File: src/rtl/assert_macros.svh
// assertion macros shared by the rtl files
`ifndef ASSERT_MACROS_SVH
`define ASSERT_MACROS_SVH

// clocked check, held off while reset is asserted
`define ACP_ASSERT_RST(lbl, clk, rst_n, prop, msg) \
  lbl: assert property (@(posedge clk) disable iff (!rst_n) prop) else $error(msg);

// clocked check that also holds through reset
`define ACP_ASSERT_CLK(lbl, clk, prop, msg) \
  lbl: assert property (@(posedge clk) prop) else $error(msg);

`endif

File: src/rtl/acp_pkg.sv
// types, constants and helpers for the ascii can command parser
package acp_pkg;

  localparam int MAX_DATA_BYTES_DEF = 8;

  localparam logic [7:0] CH_OPEN  = 8'h4F;  // 'O'
  localparam logic [7:0] CH_CLOSE = 8'h43;  // 'C'
  localparam logic [7:0] CH_STD   = 8'h74;  // 't'
  localparam logic [7:0] CH_EXT   = 8'h54;  // 'T'

  localparam logic [4:0] ID_DIGITS_STD = 5'd3;
  localparam logic [4:0] ID_DIGITS_EXT = 5'd8;
  localparam logic [4:0] POS_MAX       = 5'd31;

  typedef enum logic [2:0] {
    KIND_NONE  = 3'd0,
    KIND_OPEN  = 3'd1,
    KIND_CLOSE = 3'd2,
    KIND_STD   = 3'd3,
    KIND_EXT   = 3'd4,
    KIND_ERR   = 3'd5
  } kind_t;

  typedef enum logic [1:0] {
    ACT_OPEN  = 2'd0,
    ACT_CLOSE = 2'd1,
    ACT_SEND  = 2'd2,
    ACT_BELL  = 2'd3
  } action_t;

  typedef struct packed {
    action_t     action;
    logic [31:0] frame_id;
    logic        extended;
    logic [3:0]  data_len;
    logic [63:0] payload;
  } result_t;

  function automatic logic is_hex(input logic [7:0] c);
    is_hex = (c >= 8'h30 && c <= 8'h39) || (c >= 8'h61 && c <= 8'h66) ||
             (c >= 8'h41 && c <= 8'h46);
  endfunction

  function automatic logic [3:0] hex_digit(input logic [7:0] c);
    logic [7:0] v;
    if (c >= 8'h61) begin
      v = c - 8'h57;
    end else if (c >= 8'h41) begin
      v = c - 8'h37;
    end else begin
      v = c - 8'h30;
    end
    hex_digit = v[3:0];
  endfunction

endpackage

File: src/rtl/acp_parse.sv
// command parsing state and per-character update
`include "assert_macros.svh"

module acp_parse #(
  parameter int MAX_DATA_BYTES = acp_pkg::MAX_DATA_BYTES_DEF
) (
  input  logic             clk,
  input  logic             rst_n,
  input  logic             step,
  input  logic [7:0]       char_in,
  input  logic             last_char,
  output acp_pkg::result_t res
);

  localparam int DW = MAX_DATA_BYTES * 8;
  localparam logic [3:0] LEN_MAX = 4'(MAX_DATA_BYTES);

  logic [4:0]          pos_r, pos_nxt;
  acp_pkg::kind_t      kind_r, kind_nxt;
  logic [31:0]         id_r, id_nxt;
  logic [3:0]          len_r, len_nxt;
  logic [DW-1:0]       data_r, data_nxt;
  logic                stop_r, stop_nxt;

  logic       frame;
  logic [4:0] idlen;
  logic [4:0] lenpos;
  logic [4:0] rel;
  logic [3:0] bidx;
  logic       in_id;
  logic       in_len;
  logic       first;
  logic       take;
  logic       hex_ok;
  logic [3:0] dig;

  always_comb begin
    frame  = (pos_r != 5'd0) &&
             (kind_r == acp_pkg::KIND_STD || kind_r == acp_pkg::KIND_EXT);
    idlen  = (kind_r == acp_pkg::KIND_EXT) ? acp_pkg::ID_DIGITS_EXT : acp_pkg::ID_DIGITS_STD;
    lenpos = idlen + 5'd1;
    rel    = pos_r - lenpos - 5'd1;
    bidx   = rel[4:1];
    in_id  = pos_r <= idlen;
    in_len = pos_r == lenpos;
    // each field (identifier, length, every data byte) restarts its stop flag
    first  = in_id ? (pos_r == 5'd1) : (in_len ? 1'b1 : !rel[0]);
    take   = frame && (in_id || in_len ||
             (bidx < len_r && {1'b0, bidx} < 5'(MAX_DATA_BYTES)));
    hex_ok = acp_pkg::is_hex(char_in);
    dig    = acp_pkg::hex_digit(char_in);

    kind_nxt = kind_r;
    id_nxt   = id_r;
    len_nxt  = len_r;
    data_nxt = data_r;
    stop_nxt = stop_r;

    if (pos_r == 5'd0) begin
      unique case (char_in)
        acp_pkg::CH_OPEN:  kind_nxt = acp_pkg::KIND_OPEN;
        acp_pkg::CH_CLOSE: kind_nxt = acp_pkg::KIND_CLOSE;
        acp_pkg::CH_STD:   kind_nxt = acp_pkg::KIND_STD;
        acp_pkg::CH_EXT:   kind_nxt = acp_pkg::KIND_EXT;
        default:           kind_nxt = acp_pkg::KIND_ERR;
      endcase
    end

    if (take) begin
      stop_nxt = first ? 1'b0 : stop_r;
      if (first || !stop_r) begin
        if (!hex_ok) begin
          stop_nxt = 1'b1;
        end else if (in_id) begin
          id_nxt = {id_r[27:0], dig};
        end else if (in_len) begin
          len_nxt = (dig > LEN_MAX) ? LEN_MAX : dig;
        end else begin
          for (int i = 0; i < MAX_DATA_BYTES; i++) begin
            if (bidx == 4'(i)) begin
              data_nxt[i*8 +: 8] = first ? {4'b0000, dig} : {data_r[i*8 +: 4], dig};
            end
          end
        end
      end
    end

    pos_nxt = (pos_r == acp_pkg::POS_MAX) ? pos_r : pos_r + 5'd1;

    res = '0;
    unique case (kind_nxt)
      acp_pkg::KIND_OPEN:  res.action = acp_pkg::ACT_OPEN;
      acp_pkg::KIND_CLOSE: res.action = acp_pkg::ACT_CLOSE;
      acp_pkg::KIND_STD, acp_pkg::KIND_EXT: begin
        res.action   = acp_pkg::ACT_SEND;
        res.frame_id = id_nxt;
        res.extended = (kind_nxt == acp_pkg::KIND_EXT);
        res.data_len = len_nxt;
        res.payload  = 64'(data_nxt);
      end
      default:             res.action = acp_pkg::ACT_BELL;
    endcase
  end

  always_ff @(posedge clk) begin
    if (!rst_n) begin
      pos_r  <= '0;
      kind_r <= acp_pkg::KIND_NONE;
      id_r   <= '0;
      len_r  <= '0;
      data_r <= '0;
      stop_r <= 1'b0;
    end else if (step) begin
      if (last_char) begin
        pos_r  <= '0;
        kind_r <= acp_pkg::KIND_NONE;
        id_r   <= '0;
        len_r  <= '0;
        data_r <= '0;
        stop_r <= 1'b0;
      end else begin
        pos_r  <= pos_nxt;
        kind_r <= kind_nxt;
        id_r   <= id_nxt;
        len_r  <= len_nxt;
        data_r <= data_nxt;
        stop_r <= stop_nxt;
      end
    end
  end

  `ACP_ASSERT_RST(a_clear_after_last, clk, rst_n, step && last_char |=> pos_r == 5'd0 && kind_r == acp_pkg::KIND_NONE, "state not cleared after last item")
  `ACP_ASSERT_RST(a_len_limit, clk, rst_n, len_r <= LEN_MAX, "length beyond limit")
  `ACP_ASSERT_RST(a_kind_set, clk, rst_n, pos_r != 5'd0 |-> kind_r != acp_pkg::KIND_NONE, "command kind missing mid command")

endmodule

File: src/rtl/ascii_can_command_parser.sv
// ascii can command parser: one character per item, one result per command.
// Each accepted character is held in an input register, then a
// single pass of short logic updates the parse state; on a command's last
// character the result is loaded into an output register. One item is taken
// every cycle; the input stage stalls only when a last character meets an
// output register still holding an untaken result. 'O' gives open, 'C' close,
// 't'/'T' a send-frame result with a hex identifier (3 or 8 digits), a length
// digit saturated at MAX_DATA_BYTES and two hex digits per data byte; anything
// else gives the bell result. The result is presented from the output register
// once the last character leaves the input register and the output one is free.
`include "assert_macros.svh"

module ascii_can_command_parser #(
  parameter int MAX_DATA_BYTES = acp_pkg::MAX_DATA_BYTES_DEF
) (
  input  logic         clk,
  input  logic         rst_n,
  input  logic         in_tvalid,
  output logic         in_tready,
  input  logic [7:0]   in_tdata,   // [7:0] char_in
  input  logic         in_tlast,   // last_char
  output logic         out_tvalid,
  input  logic         out_tready,
  output logic [103:0] out_tdata,  // [31:0] frame_id, [35:32] data_len, [99:36] payload, zero pad
  output logic [2:0]   out_tuser   // [1:0] action, [2] extended
);

  logic             in_valid_r;
  logic [7:0]       in_char_r;
  logic             in_last_r;
  logic             out_valid_r;
  acp_pkg::result_t out_res_r;
  acp_pkg::result_t res;
  logic             out_free;
  logic             adv;

  assign out_free  = !out_valid_r || out_tready;
  assign adv       = in_valid_r && (!in_last_r || out_free);
  assign in_tready = !in_valid_r || adv;

  always_ff @(posedge clk) begin
    if (!rst_n) begin
      in_valid_r <= 1'b0;
    end else if (in_tready) begin
      in_valid_r <= in_tvalid;
    end
  end

  always_ff @(posedge clk) begin
    if (in_tready && in_tvalid) begin
      in_char_r <= in_tdata;
      in_last_r <= in_tlast;
    end
  end

  acp_parse #(
    .MAX_DATA_BYTES(MAX_DATA_BYTES)
  ) u_parse (
    .clk       (clk),
    .rst_n     (rst_n),
    .step      (adv),
    .char_in   (in_char_r),
    .last_char (in_last_r),
    .res       (res)
  );

  always_ff @(posedge clk) begin
    if (!rst_n) begin
      out_valid_r <= 1'b0;
    end else if (adv && in_last_r) begin
      out_valid_r <= 1'b1;
    end else if (out_tready) begin
      out_valid_r <= 1'b0;
    end
  end

  always_ff @(posedge clk) begin
    if (adv && in_last_r) begin
      out_res_r <= res;
    end
  end

  assign out_tvalid = out_valid_r;
  assign out_tdata  = {4'b0000, out_res_r.payload, out_res_r.data_len, out_res_r.frame_id};
  assign out_tuser  = {out_res_r.extended, out_res_r.action};

  `ACP_ASSERT_RST(a_no_overwrite, clk, rst_n, out_valid_r && !out_tready |-> !(adv && in_last_r), "pending result overwritten")
  `ACP_ASSERT_RST(a_result_follows, clk, rst_n, adv && in_last_r |=> out_valid_r, "result not presented after last item")
  `ACP_ASSERT_CLK(a_reset_idle, clk, !rst_n |=> !out_valid_r && !in_valid_r, "stages not idle after reset")

endmodule
File: config.mk
export PLATFORM = sky130hd
export DESIGN_NAME = ascii_can_command_parser
export DESIGN_NICKNAME = d
export VERILOG_FILES = /design/src/rtl/acp_pkg.sv /design/src/rtl/acp_parse.sv /design/src/rtl/ascii_can_command_parser.sv
export VERILOG_INCLUDE_DIRS = /design/src /design/src/rtl
export SDC_FILE = /design/constraint.sdc
export NUM_CORES = 1
export LEC_CHECK = 0
export ABC_AREA = 1
export BUFFER_PORTS_ARGS = -buffer_cell sky130_fd_sc_hd__buf_2
export CAP_MARGIN = 30
export CELL_PAD_IN_SITES_DETAIL_PLACEMENT = 1
export CELL_PAD_IN_SITES_GLOBAL_PLACEMENT = 1
export CORE_ASPECT_RATIO = 1.25
export CORE_MARGIN = 2
export CORE_UTILIZATION = 44
export CTS_CLUSTER_DIAMETER = 100
export DETAILED_ROUTE_END_ITERATION = 16
export PLACE_DENSITY = 0.83
export SLEW_MARGIN = 20
export SYNTH_ARGS = -nofsm -noshare
export SYNTH_HDL_FRONTEND = slang
export SYNTH_SLANG_ARGS = --single-unit
File: constraint.sdc
create_clock -name clk -period 4.5 [get_ports clk]
set_input_delay 1.125 -clock clk [delete_from_list [all_inputs] [get_ports clk]]
set_output_delay 1.125 -clock clk [all_outputs]
set_load 0.01 [all_outputs]
Yosys cells after proc, flatten, opt, wreduce, memory -nomap -nowiden
Index checks and enable logic that the tools add are counted.
Storage, ports and cells
  output and inout bits: 109
  logic and storage cells: 136
  register bits after elaboration: 223
Cells by class
  $lt $le $gt $ge: 10
  mux-type cells: 52
  $add $sub $neg: 7
  reduce and logical (&&, ||, !) cells: 31
  equality and inequality tests: 21
Operators by type and width (count)
  $mux W64: 6
  $mux W32: 5
  $mux W8: 16
  $mux W4: 10
  $eq A8 B7 Y1 const B: 4
  $eq A4 B3 Y1 const B: 4
  $ge A8 B7 Y1 const B: 2
  $le A8 B7 Y1 const B: 2
  $pmux W3 S4: 1
  $add A5 B1 Y5 const B: 2
  $mux W5: 2
  $eq A3 B2 Y1 const B: 3
  $logic_and A1 B1 Y1: 9
  $logic_or A1 B1 Y1: 9
  $mux W1: 9
  $eq A4 B2 Y1 const B: 2
  $ge A8 B6 Y1 const B: 1
  $le A8 B6 Y1 const B: 1
  $sub A4 B3 Y4 const B: 2
  $eq A3 B3 Y1 const B: 2
  $mux W3: 2
  $pmux W2 S3: 1
  $eq A5 B1 Y1 const B: 1
  $eq A5 B5 Y1: 1
  other kinds (18): 24

Logic depth before layout (Yosys ltp)
Gate-level depths: netlist of the first run.
  depth after elaboration: 16
  gate-level depth with buffers: 21
  depth with buffers taken out: 20

By module
A second synthesis of the first run with hierarchy kept.
Unflattened totals
  cell total of the unflattened synthesis: 1728
  area total of the unflattened synthesis: 12196.7 um2
Modules (own cells, without submodules)
  acp_parse: cells each 1592, sequential area each 2182.1 um2, area an instance 8678.3 um2, instances 1
  ascii_can_command_parser: cells each 136, sequential area each 3403.3 um2, area an instance 3518.4 um2, instances 1

Least setup slack after synthesis of the first run
No wires, ideal clock.
  kind: input port to flip-flop
  start point: input out_tready
  end point: register out_res_r, in the netlist out_tdata[0] (enable)
  data arrival time: 3.540 ns
  required time: 4.043 ns
  cell stages on the path: 6
  buffers on the path: 0
  path slack: 0.503 ns
  cell sequence: nor2_1 nand2_1 nand2_1 inv_1 nand2_1 inv_1
Between the ends
  word-level cells in the longest chain between the ends: 4
RTL lines
  from (decl): RTL line ascii_can_command_parser.sv:23  | input logic out_tready,
  $logic_or A1 B1 Y1: RTL line ascii_can_command_parser.sv:37  | assign out_free = !out_valid_r || out_tready;
  $logic_or A1 B1 Y1: RTL line ascii_can_command_parser.sv:38  | assign adv = in_valid_r && (!in_last_r || out_free);
  $logic_and A1 B1 Y1: RTL line ascii_can_command_parser.sv:38
  $logic_and A1 B1 Y1: RTL line ascii_can_command_parser.sv:78  | if (adv && in_last_r) begin
  to (signal assigned): RTL line ascii_can_command_parser.sv:79  | out_res_r <= res;
  to (decl): RTL line ascii_can_command_parser.sv:32  | acp_pkg::result_t out_res_r;
No other way between the ends.
A chain may end at the register's enable or synchronous reset.

Final worst setup path of the first run
  start point: register u_parse.kind_r[0]
  end point: register out_res_r, in the netlist out_tdata[79], data pin
Between the ends
  word-level cells in the longest chain between the ends: 12
  elaborated cells between the ends (all ways): 31
RTL lines
  from (decl): RTL line acp_parse.sv:19  | acp_pkg::kind_t kind_r, kind_nxt;
  from (signal assigned): RTL line acp_parse.sv:108  | kind_r <= acp_pkg::KIND_NONE;
  from (signal assigned): RTL line acp_parse.sv:116  | kind_r <= acp_pkg::KIND_NONE;
  from (signal assigned): RTL line acp_parse.sv:123  | kind_r <= kind_nxt;
  $eq A3 B3 Y1: RTL line acp_parse.sv:39, acp_parse.sv:40
  $mux W4: RTL line acp_parse.sv:40  | idlen = (kind_r == acp_pkg::KIND_EXT) ? acp_pkg::ID_DIGITS_EXT : acp_pkg::ID_DIGITS_STD;
  $add A5 B1 Y5: RTL line acp_parse.sv:41  | lenpos = idlen + 5'd1;
  $sub A5 B5 Y5: RTL line acp_parse.sv:42  | rel = pos_r - lenpos - 5'd1;
  $sub A5 B1 Y5: RTL line acp_parse.sv:42
  $eq A4 B3 Y1: RTL line acp_parse.sv:80  | if (bidx == 4'(i)) begin
  $mux W8: RTL line acp_parse.sv:80
  $mux W64: RTL line acp_parse.sv:76  | end else if (in_len) begin
  $mux W64: RTL line acp_parse.sv:74  | end else if (in_id) begin
  $mux W64: RTL line acp_parse.sv:72  | if (!hex_ok) begin
  $mux W64: RTL line acp_parse.sv:71  | if (first || !stop_r) begin
  $mux W64: RTL line acp_parse.sv:69  | if (take) begin
Parallel ways exist; a longest one is shown, timed or not.

==> metrics, run 1 <==
drt drc=0; antenna cell count=0; Mapped Area=0.0109 mm^2; maximum vdd drop=0.271 mV; combinational share of power=6.2%; min-delay src=u_parse.data_r[39]; Primary FF master, synth=edfxtp_1; Clk pin slew, worst setup/hold paths=0.06 ns; vias in the first global route=9,717; Synth cell types=38; initial antenna violation count=0; Hold WC Path Type=flip-flop to flip-flop; Hold Crit Depth=2; maxcap violations=0; Ys Warns=0; CTS Buf Count=24; P_sw=1.03 mW; Seq. cell area=0.00559 mm^2; fmax=0.258 GHz; syn avg cell area=7.84 um^2; initial drt markers=536; post-synth top area share=31.0%; routed wire length=29,600 um; Sw Share=23.8%; fin cells=1,822; GRT overflow=0; IO buf count=117; post-route minimum period=3.88 ns; DP Worst Slack=0.697 ns; sequential power share=50.1%; Synth Instances=1,386; critical path class=flip-flop to flip-flop; ys async rst share=0%; Die W=145 um; clock latency on the worst-skew pair=0.52 ns; routed len/inst=16.2 um; drt via density=5.21; status=finished, final reports clean; P per Cell Area=350 mW/mm^2; Total Routing Usage GR=22.8%; cts hold-fix bufs=0; CTS tree=built; clock root buffer=clkbuf_16; Final setup viols=0; Final Cycle Share=86.2%; setup total negative slack=0 ns; row cnt=64; Placed Cells=1,778; worst-path fanout max=30; RSZ-0062 raised after global routing=false; leak pwr=4.72 nW; FF-to-FF Start=u_parse.kind_r[0]; Crit Reg-Reg Endpoint=out_tdata[79]; P_int=3.30 mW; fin nets=1,504; Die Y-Extent=180 um; CP arrival=4.25 ns; remaining antenna violation count=0; Multi-input gate area=0.00436 mm^2; first-pass GRT wire length=48,100 um; via count=9,490; skew final=0.00791 ns; 1st-pass router iterations=5; CP endpoint kind=flip-flop; Sink Count=223; sequential area share after synthesis=51.4%; post-cts sizing count=0; Core ar.=0.0243 mm^2; Hold Path Sink=u_parse.data_r[39]; total die area=0.0260 mm^2; Tightest Pin Transition=0.918 ns; CP startpoint kind=flip-flop; largest area contributor in the netlist=edfxtp_1; initial core utilization=44.6%; R2R Setup Slk=0.62 ns; Layout area overhead=13.9%; fin. max-slew vios=0; share of post-route cells with drive strength above 1=13.4%; post-DP HPWL=18,800 um; most common cell after layout, fill and taps aside=nand2_1; Required @ worst endpoint=4.86 ns; setup ws final=0.619 ns; number of synthesized flops with an enable pin=112; clock power share=43.8%; final hold violations=0; Synth area leaders=edfxtp_1 (31%), dfxtp_1 (20%), nand2_1 (14%); final core occ=50.8%; postcts setup bufs=0; #FFs+latches synth=223; Clock Tree Buf Depth=3; fillers=3,117; most frequent cells in the layout=nand2_1 (407), nand3_1 (223), inv_1 (140); pin count of the biggest net entering global routing=106; number of placed I/O pins=122; Max transition margin=38.8%; gpl congestion=0.831; H-tree depth=1; reg2reg path depth=21
-- metrics by stage --
| step | hold WS, ns | area [um^2] | power (mW) |
|---|---|---|---|
| floorplan | 0.445 | 10900 | 2.39 |
| global placement | 0.451 | 11600 | 2.48 |
| detailed placement | 0.457 | 11600 | 2.48 |
| CTS | 0.466 | 12400 | 4.37 |
| global route | 0.486 | 12400 | 4.47 |
| finish | 0.464 | 12400 | 4.33 |
-- cells by family (layout without fill, tap and decap cells) --
logic type / after synthesis / after routing / share of synthesized area (%)
XOR/XNOR: 6 / 6 / 0.553
other: 1 / 4 / 0.0345
AO/OA/AOI/OAI: 126 / 126 / 5.97
AND/OR/NAND/NOR: 795 / 795 / 31.2
flip-flops: 223 / 223 / 51.4
adder cells (fa/ha/maj): 17 / 17 / 1.96
buffers and inverters: 218 / 321 / 8.83
-- worst max-delay path: stages, from the launching register on --
cell,delay (ns)
dfxtp_1,0.39
nor2_1,0.07
nand2_1,0.17
ha_1,0.23
inv_1,0.06
ha_1,0.24
xnor2_2,0.40
ha_1,0.32
nand2_1,0.08
nand2_1,0.05
nand2_1,0.05
nand2_1,0.05
nand2_1,0.05
nand2_1,0.04
nand2_1,0.08
nand2_1,0.10
nor2_4,0.37
buf_4,0.41
nand2_1,0.23
nand2_1,0.15
nand2_1,0.07
nor2_1,0.11
-- how the worst max path moves through the flow --
stage	startpoint	endpoint	slack (ns)
finish	u_parse.kind_r[0]	out_tdata[79]	0.62
global route	u_parse.kind_r[0]	u_parse.data_r[40]	0.27
CTS	u_parse.kind_r[0]	out_tdata[79]	0.61
detailed placement	u_parse.kind_r[0]	out_tdata[79]	0.70
global placement	u_parse.kind_r[0]	out_tdata[76]	0.84
floorplan	out_tready	out_tdata[0]	0.50
-- layout make-up --
cell class              count  share of cell area [%]
clock buffers              32                    5.35
flip-flops and latches    223                    45.1
clock inverters            12                   0.637
inverters                 146                    4.46
repair buffers            131                    5.88
multi-input cells         948                    35.2
well taps                 330                    3.34
-- registers in the layout (all words and copies together), names as in the netlist, 3 cells and up --
signal,cells
u_parse.len_r,4
u_parse.data_r,64
u_parse.kind_r,3
out_tdata,100
in_char_r,8
out_tuser,3
u_parse.id_r,32
u_parse.pos_r,5
-- routing by layer --
metal	vias up	wire (um)	track usage, %
met1	4625	12400	28.2
met2	178	15400	41.7
met5	-	0	0
met4	0	482	5.32
met3	37	1250	2.74
li1	4650	-	-
-- synthesized netlist by cell type, drive strengths merged, types with 9 or more instances --
cell type / instances
nand3: 223
inv: 145
ha: 17
edfxtp: 112
o21ai: 10
buf: 40
nor3: 9
nand2: 417
clkbuf: 32
nor2: 136
dfxtp: 111
a21oi: 111
-- power groups by stage --
stage          Combinational (mW)  Clock (mW)  Sequential, mW
5_1_grt                     0.294        2.01            2.17
4_1_cts                     0.271        1.93            2.17
2_1_floorplan               0.173           0            2.22
6_report                    0.266        1.89            2.17
3_5_place_dp                0.269           0            2.21
3_3_place_gp                0.264           0            2.21
Power figures use the tool's default switching activity.
==> inputs of run 2 (changes only) <==
BUFFER_PORTS_ARGS = -buffer_cell sky130_fd_sc_hd__buf_4   (was -buffer_cell sky130_fd_sc_hd__buf_2)
==> run 2 against run 1 <==
  * Hold slack is essentially flat
  * Worst setup slack gained 0.14 ns
  * Final cell count is essentially flat
  * Die area is the same
  * Critical path type unchanged
  * Highest routed layer unchanged
==> metrics, run 2 (same netlist as run 1, synthesis figures left out) <==
status=finished, final reports clean; Die Y-Extent=180 um; setup total negative slack=0 ns; reg2reg path depth=22; CP max stage cell=buf_4; Hold Crit Depth=2; CP startpoint kind=flip-flop; fmax=0.268 GHz; Required @ worst endpoint=4.88 ns; total die area=0.0260 mm^2; routed wire length=30,100 um; routed len/inst=16.5 um; Final setup viols=0; Clock Tree Buf Depth=3; share of post-route cells with drive strength above 1=13.1%; drt drc=0; H-tree depth=1; Die W=145 um; Power, Total=4.40 mW; 1st-pass router iterations=6; final hold violations=0; Hold WC Path Type=flip-flop to flip-flop; Max stage delay on crit path=0.40 ns; maximum vdd drop=0.307 mV; critical-path cell list=nor2_1, nand2_1, ha_1, inv_1, ha_1, xnor2_2, ha_1, nand2_1, nand2_1, nand2_1, nand2_1, nand2_1, nand2_1, nand2_1, nand2_1, nor2_4, buf_4, nand2_1, buf_4, nand2_1, nand2_1, nor2_1; RSZ-0062 raised after global routing=false; fin. max-slew vios=0; drt via density=5.23; layer with the highest usage=met2; max reg flops=100; M2 GR Usage=43.3%; Placed Cells=1,777; Max transition margin=38.0%; Final Cycle Share=83.1%; Tightest Pin Transition=0.930 ns; postcts setup bufs=0; antenna cell count=0; maxcap violations=0; critical path class=flip-flop to flip-flop; Total Routing Usage GR=23.3%; post-cts sizing count=0; vias in the first global route=9,906; via count=9,527; Sink Count=223; CP endpoint kind=flip-flop; IO buf count=117; hold slack=0.464 ns; Layout area overhead=16.7%; pin count of the biggest net entering global routing=106; CTS Buf Count=24; clock root buffer=clkbuf_16; post-route minimum period=3.74 ns; initial antenna violation count=0; skew final=0.0144 ns; most frequent cells in the layout=nand2_1 (407), nand3_1 (223), inv_1 (140); cts hold-fix bufs=0; remaining antenna violation count=0; CTS tree=built; gpl congestion=0.821; P per Cell Area=347 mW/mm^2; fin nets=1,503; worst-path fanout max=44; CP dominant cell by count=nand2_1; fin cells=1,821; first-pass GRT wire length=49,300 um; final core occ=52.1%; met3 Use GR=2.77%; Clk pin slew, worst setup/hold paths=0.06 ns; post-DP HPWL=18,700 um; CP arrival=4.12 ns; initial drt markers=511; GRT overflow=0; clock latency on the worst-skew pair=0.53 ns; number of placed I/O pins=122; met1 usage=28.4%; initial core utilization=44.6%; row cnt=64; leak pwr=4.81 nW; Core ar.=0.0243 mm^2; most common cell after layout, fill and taps aside=nand2_1
-- run 2: cell types whose count changed in the layout (fill, tap and decap cells not counted), moves of 4 or more --
cell,delta
clkinv_2,-6
clkinv_1,-4
clkbuf_1,+8
buf_4,+116
buf_2,-117
-- run 2: cell type report --
cell class,count,area (um^2)
Fill cell,3073,11700
Sequential cell,223,5590
Timing Repair Buffer,130,1010
Multi-Input combinational cell,948,4360
Clock buffer,40,681
Clock inverter,4,80.1
Inverter,146,552
Tap cell,330,413
-- run 2: metal layers --
metal,vias to the layer above,share of wire [%]
li1,4644,-
met3,36,3.2
met1,4690,42
met2,157,53
met4,0,1.7
met5,-,0
-- run 2: path summary, 6_finish.rpt --
| kind | to | slack, ns | start |
|---|---|---|---|
| setup / recovery | out_tdata[2] | 0.76 | u_parse.kind_r[0] |
| hold / removal | u_parse.id_r[10] | 0.46 | u_parse.id_r[10] |
| setup reg to reg | out_tdata[2] | 0.76 | u_parse.kind_r[0] |
| hold reg to reg | u_parse.id_r[10] | 0.46 | u_parse.id_r[10] |
-- run 2: power by group --
group	leakage (nW)	switching [mW]	total (mW)	internal [mW]
Sequential	1.97	0.0172	2.17	2.15
Combinational	2.47	0.208	0.282	0.0733
Clock	0.363	0.804	1.95	1.14
Total	4.81	1.03	4.40	3.37
-- run 2: per-stage QoR --
step	setup WS [ns]	area, um^2
final	0.762	12700
after global routing	0.472	12700
after CTS	0.776	12700
after detailed placement	0.814	11900
after global placement	0.984	11900
after floorplan	0.503	10900
-- run 2: critical path, delay by kind of cell, from the launching register on --
| kind | cells | cell delay [ns] |
|---|---|---|
| XOR/XNOR | 1 | 0.37 |
| adder cells (fa/ha/maj) | 3 | 0.77 |
| buffers and inverters | 3 | 0.73 |
| flip-flops | 1 | 0.38 |
| AND/OR/NAND/NOR | 15 | 1.31 |
